--- src/hdl/obe_pkg.sv ---
// ----------------------------------------------------------------------------
// obe_pkg
// Shared types, constants and helper functions for the order book level
// engine: field widths, event codes, level write bundle and bit searches.
// ----------------------------------------------------------------------------
package obe_pkg;

  localparam int TICK_COUNT  = 100;
  localparam int LEVEL_DEPTH = 128;
  localparam int IDX_W       = 7;
  localparam int SIZE_W      = 31;
  localparam int QTY_W       = 32;
  localparam int SEQ_W       = 32;

  localparam logic [SIZE_W-1:0] SIZE_MAX = {SIZE_W{1'b1}};

  // stream word widths
  localparam int IN_TDATA_W  = 72;
  localparam int IN_TUSER_W  = 3;
  localparam int OUT_TDATA_W = 80;

  // output word bit positions
  localparam int OUT_BID_LSB   = 0;
  localparam int OUT_ASK_LSB   = 7;
  localparam int OUT_BSZ_LSB   = 14;
  localparam int OUT_ASZ_LSB   = 45;
  localparam int OUT_VALID_BIT = 76;
  localparam int OUT_READY_BIT = 77;
  localparam int OUT_RESYNC_BIT = 78;

  typedef enum logic [1:0] {
    FUNC_CLEAR      = 2'd0,
    FUNC_SNAP_BEGIN = 2'd1,
    FUNC_SNAP_LEVEL = 2'd2,
    FUNC_DELTA      = 2'd3
  } func_t;

  // one level update for a side: set writes size and marks present,
  // otherwise the level is removed
  typedef struct packed {
    logic              en;
    logic              set;
    logic [IDX_W-1:0]  idx;
    logic [SIZE_W-1:0] size;
  } lvl_wr_t;

  // isolate the lowest set bit
  function automatic logic [LEVEL_DEPTH-1:0] lowest_onehot(
    input logic [LEVEL_DEPTH-1:0] v
  );
    return v & (~v + LEVEL_DEPTH'(1));
  endfunction

  function automatic logic [LEVEL_DEPTH-1:0] bit_reverse(
    input logic [LEVEL_DEPTH-1:0] v
  );
    logic [LEVEL_DEPTH-1:0] r;
    for (int i = 0; i < LEVEL_DEPTH; i++) begin
      r[i] = v[LEVEL_DEPTH-1-i];
    end
    return r;
  endfunction

  function automatic logic [LEVEL_DEPTH-1:0] highest_onehot(
    input logic [LEVEL_DEPTH-1:0] v
  );
    return bit_reverse(lowest_onehot(bit_reverse(v)));
  endfunction

  // encode a one-hot vector; each index bit is an OR over its positions
  function automatic logic [IDX_W-1:0] onehot_index(
    input logic [LEVEL_DEPTH-1:0] oh
  );
    logic [IDX_W-1:0] idx;
    idx = '0;
    for (int i = 0; i < LEVEL_DEPTH; i++) begin
      if (oh[i]) begin
        idx = idx | IDX_W'(i);
      end
    end
    return idx;
  endfunction

endpackage

--- src/hdl/obe_level_store.sv ---
// ----------------------------------------------------------------------------
// obe_level_store
// One side of the book: level size memory with one write and two registered
// read ports, plus the per-tick presence map that reset and wipes clear.
// ----------------------------------------------------------------------------
module obe_level_store (
  input  logic                                  clk,
  input  logic                                  rst_n,
  input  logic                                  adv,
  input  logic                                  clear,
  input  obe_pkg::lvl_wr_t                      wr,
  input  logic [obe_pkg::IDX_W-1:0]             rd_a_idx,
  output logic [obe_pkg::SIZE_W-1:0]            rd_a_data,
  input  logic [obe_pkg::IDX_W-1:0]             rd_b_idx,
  output logic [obe_pkg::SIZE_W-1:0]            rd_b_data,
  output logic [obe_pkg::LEVEL_DEPTH-1:0]       present
);

  logic [obe_pkg::SIZE_W-1:0]      size_mem [obe_pkg::LEVEL_DEPTH];
  logic [obe_pkg::LEVEL_DEPTH-1:0] present_r;
  logic [obe_pkg::SIZE_W-1:0]      rd_a_r;
  logic [obe_pkg::SIZE_W-1:0]      rd_b_r;

  // reads return the contents from before a write on the same edge
  always_ff @(posedge clk) begin
    if (wr.en && wr.set) begin
      size_mem[wr.idx] <= wr.size;
    end
    if (adv) begin
      rd_a_r <= size_mem[rd_a_idx];
      rd_b_r <= size_mem[rd_b_idx];
    end
  end

  always_ff @(posedge clk) begin
    if (!rst_n) begin
      present_r <= '0;
    end else if (clear) begin
      present_r <= '0;
    end else if (wr.en) begin
      present_r[wr.idx] <= wr.set;
    end
  end

  assign rd_a_data = rd_a_r;
  assign rd_b_data = rd_b_r;
  assign present   = present_r;

endmodule

--- config.mk ---
export PLATFORM = sky130hd
export DESIGN_NAME = obe_level_store
export DESIGN_NICKNAME = d
export VERILOG_FILES = /design/src/hdl/obe_pkg.sv /design/src/hdl/obe_level_store.sv
export SDC_FILE = /design/constraint.sdc
export NUM_CORES = 2
export LEC_CHECK = 0
export BUFFER_PORTS_ARGS = -buffer_cell sky130_fd_sc_hd__buf_2
export CORE_ASPECT_RATIO = 0.75
export CORE_MARGIN = 3
export CORE_UTILIZATION = 25
export CTS_CLUSTER_DIAMETER = 200
export DETAILED_ROUTE_END_ITERATION = 8
export GPL_TIMING_DRIVEN = 0
export PLACE_DENSITY = 0.39
export SLEW_MARGIN = 5
export SYNTH_ARGS = -nofsm -noshare
export SYNTH_HDL_FRONTEND = slang
export SYNTH_SLANG_ARGS = --single-unit
--- constraint.sdc ---
create_clock -name clk -period 8.6 [get_ports clk]
set_clock_uncertainty 0.2 [all_clocks]
set_input_delay 0.86 -clock clk [delete_from_list [all_inputs] [get_ports clk]]
set_output_delay 0.86 -clock clk [all_outputs]
set_load 0.01 [all_outputs]
; ---- Yosys cells after proc, flatten, opt, wreduce, memory -nomap -nowiden
; Memories as Yosys holds them, arrays and structs flattened. A register that Yosys moved wholly into a read port is not among the register bits.
; Index checks and enable logic that the tools add are counted.
[totals]
memories = 1
reg_bits = 128
output_inout_bits = 190
ram_bits = 3968
[classes]
bitwise = 1
magnitude_cmp = 2
reduce_logical = 3
n_mux = 5
[mem_list]
columns = memory, words, width, rd, rd_ports_with_merged_regs, wr, line
row1 = size_mem, 128, 31, 2, 2, 1, obe_level_store.sv:19  ; logic [obe_pkg::SIZE_W-1:0] size_mem [obe_pkg::LEVEL_DEPTH];
[op_table]
columns = op, count
row1 = 128-bit bitwise mux, 1
row2 = "7-bit by 8-bit < comparator with 1-bit output, second input constant", 1
row3 = 1-bit demux with 7-bit select, 1
row4 = "7-bit by 1-bit greater-or-equal comparator with 1-bit output, second input constant", 1
row5 = 1-bit 2-to-1 mux, 3
row6 = 1-bit logical AND, 2
row7 = 2-bit OR reduction, 1
row8 = 1-bit NOT, 1

; ---- Depth between registers and ports, before layout
[logic_depth]
ltp_word = 5
mapped_depth = 8
mapped_depth_nobuf = 4

; ---- Worst setup path before layout
; Ideal clock, no wire load.
[synth_path]
path_kind = input port to flip-flop
startpoint = in wr[32] (netlist name)
endpoint = mem size_mem[32][0] (netlist name), enable pin
n_path_buf = 2
setup_ns = 0.419
setup_slack_ns = 4.123
path_stages = 5
arrival_time_ns = 3.858
cell_sequence = clkbuf_1 clkbuf_1 nor4b_1 nand2_1 nor2_1
[synth_rtl]
columns = element, line
row1 = start: declaration, obe_level_store.sv:11  ; input obe_pkg::lvl_wr_t wr,
row2 = end: declaration, obe_level_store.sv:19
; Straight into the memory's write port.

; ---- Worst setup path in the final report
[layout_path]
startpoint = in wr[33] (netlist name)
endpoint = mem size_mem[63][21] (netlist name), enable pin
; Straight into the memory's write port.

==> qor.csv <==
stage,metric,value,unit
clock_tree,cts_htree_levels,5,
setup_path,crit_fanout,17,
drt,drtIter0Drc,17800,
floorplan,die_w,1.01,mm
hold_path,min_path_type,input pin to flip-flop,
power,total_leakage_power,66.9,nW
drt,drt-wirelength-per-cell,43.9,µm
timing,rsz0062_at_grt,false,
drt,routed_wl,869,mm
logic_synthesis,synth.net_count,8149,
flow_run,maxCapViolations,1,
timing,timing.fmax,0.160,GHz
global_routing,grt_overflow,0,
place,hpwl,652,mm
place,io_buffers,234,
logic_synthesis,ys_warn_count,0,
global_routing,track_usage,22.0,%
run_status,violations,"max-capacitance violations, max-slew violations",
drt,route.detailed.drc,0,
power,power_per_cell_area,207,mW/mm²
setup_path,cp-start-kind,input pin,
clock_tree,clockBufferDepth,4,
cells_and_area,layoutNonFillerInstCount,19800,
logic_synthesis,synthArstFlopShare,0,%
hold_path,hold_depth,1,
clock_tree,insertion_delay,1.03,ns
global_routing,grt_pass1_vias,105000,
timing,slew_violations,9,
floorplan,core-area,0.750,mm²
timing,worst_hold_slack,0.0499,ns
cells_and_area,final_common_cell,edfxtp_1,
global_routing,grt_max_degree,97,
power,clock_power_share,41.2,%
run_status,status,"complete, but fails checks",
power,seqPwrFrac,48.1,%
clock_tree,cts_buffers,446,
setup_path,critPathCaptureType,flip-flop,
logic_synthesis,synth_seq_cells,4158,
timing,max_slew_margin,-4.79,%
cells_and_area,layout.nets,9086,
logic_synthesis,ys.flop_type,edfxtp_1,
clock_tree,cts_sinks,4158,
logic_synthesis,ys_top_cells_by_area,"edfxtp_1 64%, mux4_2 31%, dfxtp_1 1.4%",
cells_and_area,syn_to_final_growth,18.6,%
timing,final-hold-violation-count,0,
clock_tree,cts_tree,yes,
timing,period_share,72.7,%
floorplan,ios,248,
setup_path,r2r_cells,4,
logic_synthesis,syn_inst,8091,
drt,vias,109000,
power,power,0.0464,W
power,peakVddDrop,180,µV
drt,ant_nets,0,
cells_and_area,final_cell_mix,"4030 x edfxtp_1, 2604 x mux4_2, 455 x clkbuf_16",
floorplan,die_h,758,µm
logic_synthesis,syn_area,0.189,mm²
global_routing,grt_pass1_wl,1100,mm
clock_tree,root_buffer,clkbuf_16,
floorplan,die-area,0.765,mm²
clock_tree,clk_pin_slew,0.06,ns
logic_synthesis,seq_area_frac_synth,65.5,%
cells_and_area,drive_gt1_share,44.8,%
place,post-place-cells,18500,
logic_synthesis,synth_area_leader_cell,edfxtp_1,
timing,finalCriticalPeriod,6.25,ns
drt,via_per_inst,5.49,
setup_path,critical_path_class,input pin to flip-flop,
logic_synthesis,synth_edf_count,4030,
power,switching_power,0.0119,W
logic_synthesis,avgSynthCellArea,23.3,µm²
clock_tree,post-cts-setup-buffer-count,0,
power,combinationalPowerShare,10.7,%
timing,worst_pin_slew,1.57,ns
timing,setup_viol,0,
logic_synthesis,synth_top_area_share,64.2,%
drt,firstDrtPassIters,6,
place,gp_congestion,0.920,
setup_path,cp.required,9.10,ns
power,p_int,0.0345,W
floorplan,rows,275,
setup_path,arrival,6.74,ns
logic_synthesis,synth_cell_types,30,
floorplan,floorplan.initialDensity,25.2,%
power,sw_frac_of_total,25.7,%
global_routing,antenna_found_initial,261,
## final timing paths
| check | start | end | slack, ns |
|---|---|---|---|
| setup / recovery | wr[33] | size_mem[63][21] | 2.35 |
| setup reg to reg | size_mem[55][14] | rd_a_data[14] | 5.13 |
| hold / removal | wr[24] | size_mem[70][24] | 0.05 |
| hold reg to reg | present[65] | present[65] | 0.28 |
## layout make-up
cell class / count / area [µm²]
Clock inverter: 247 / 2000
Timing Repair Buffer: 489 / 6810
Tap cell: 9972 / 12500
Antenna cell: 432 / 1080
Buffer: 666 / 2880
Inverter: 41 / 154
Clock buffer: 566 / 11900
Fill cell: 71900 / 526000
Multi-Input combinational cell: 3226 / 62800
Sequential cell: 4158 / 124000
## cells in the mapped netlist (16+ instances only)
library cell  count
edfxtp_1       4030
mux4_2         2604
clkbuf_1        401
buf_2           183
dfxtp_1         128
nor2_1          114
a21oi_1         112
o21ai_0         112
buf_1            82
nand3_1          77
mux2_2           62
nand2_1          58
inv_1            41
nor3_1           21
mux2i_1          16
## metrics by stage
step | instance area [µm²] | setup WS, ns | setup TNS [ns] | utilization (%)
2_1_floorplan | 189000 | 4.12 | 0 | -
3_3_place_gp | 202000 | -2.94 | -1169.49 | 27.0
3_5_place_dp | 209000 | 1.90 | 0 | 27.8
4_1_cts | 223000 | 2.96 | 0 | 29.7
5_1_grt | 223000 | 2.69 | 0 | 29.8
6_report | 224000 | 2.35 | 0 | 29.8
## sequential cells by signal, indices dropped and copies added, names as in the netlist
register   count
present      128
rd_a_data     31
rd_b_data     31
size_mem    3968
## power groups by stage
stage	clock network, W	registers [W]	logic, W
after floorplan	0	0.0228	0.00205
after global placement	0	0.0228	0.00466
after CTS	0.0194	0.0223	0.00484
final	0.0191	0.0223	0.00495
after detailed placement	0	0.0228	0.00483
after global routing	0.0202	0.0223	0.00501
## worst max-delay path, stage by stage
cell and delay [ns]:
buf_2 0.30, clkbuf_1 0.34, clkbuf_1 0.35, nand3_1 0.79
nor2_1 1.31, nand2_1 0.94, clkbuf_2 0.45, buf_12 0.23
nor2_4 0.76, buf_12 0.28
## cell families (layout without fill, tap and decap cells)
family                 count (synthesis)  in the layout  synth area share (%)
AO/OA/AOI/OAI                        224            224                 0.594
buffers and inverters                707           2009                  1.53
flip-flops                          4158           4158                  65.5
multiplexers                        2682           2682                  31.6
other                                  0            432                     0
AND/OR/NAND/NOR                      320            320                 0.793
## layer usage
| layer | global-route usage [%] | wire length, µm | up-vias |
|---|---|---|---|
| met3 | 10.3 | 118000 | 1098 |
| met1 | 30.9 | 368000 | 61300 |
| met5 | 0.326 | 1240 | - |
| met2 | 29.8 | 348000 | 7172 |
| li1 | - | - | 39000 |
| met4 | 7.28 | 33700 | 122 |
## what timing repair did
action,CTS,global route
hold buffers,1,0
endpoints found under the hold margin,16,0
resized for setup,0,0
(Power assumes the default switching activity.)
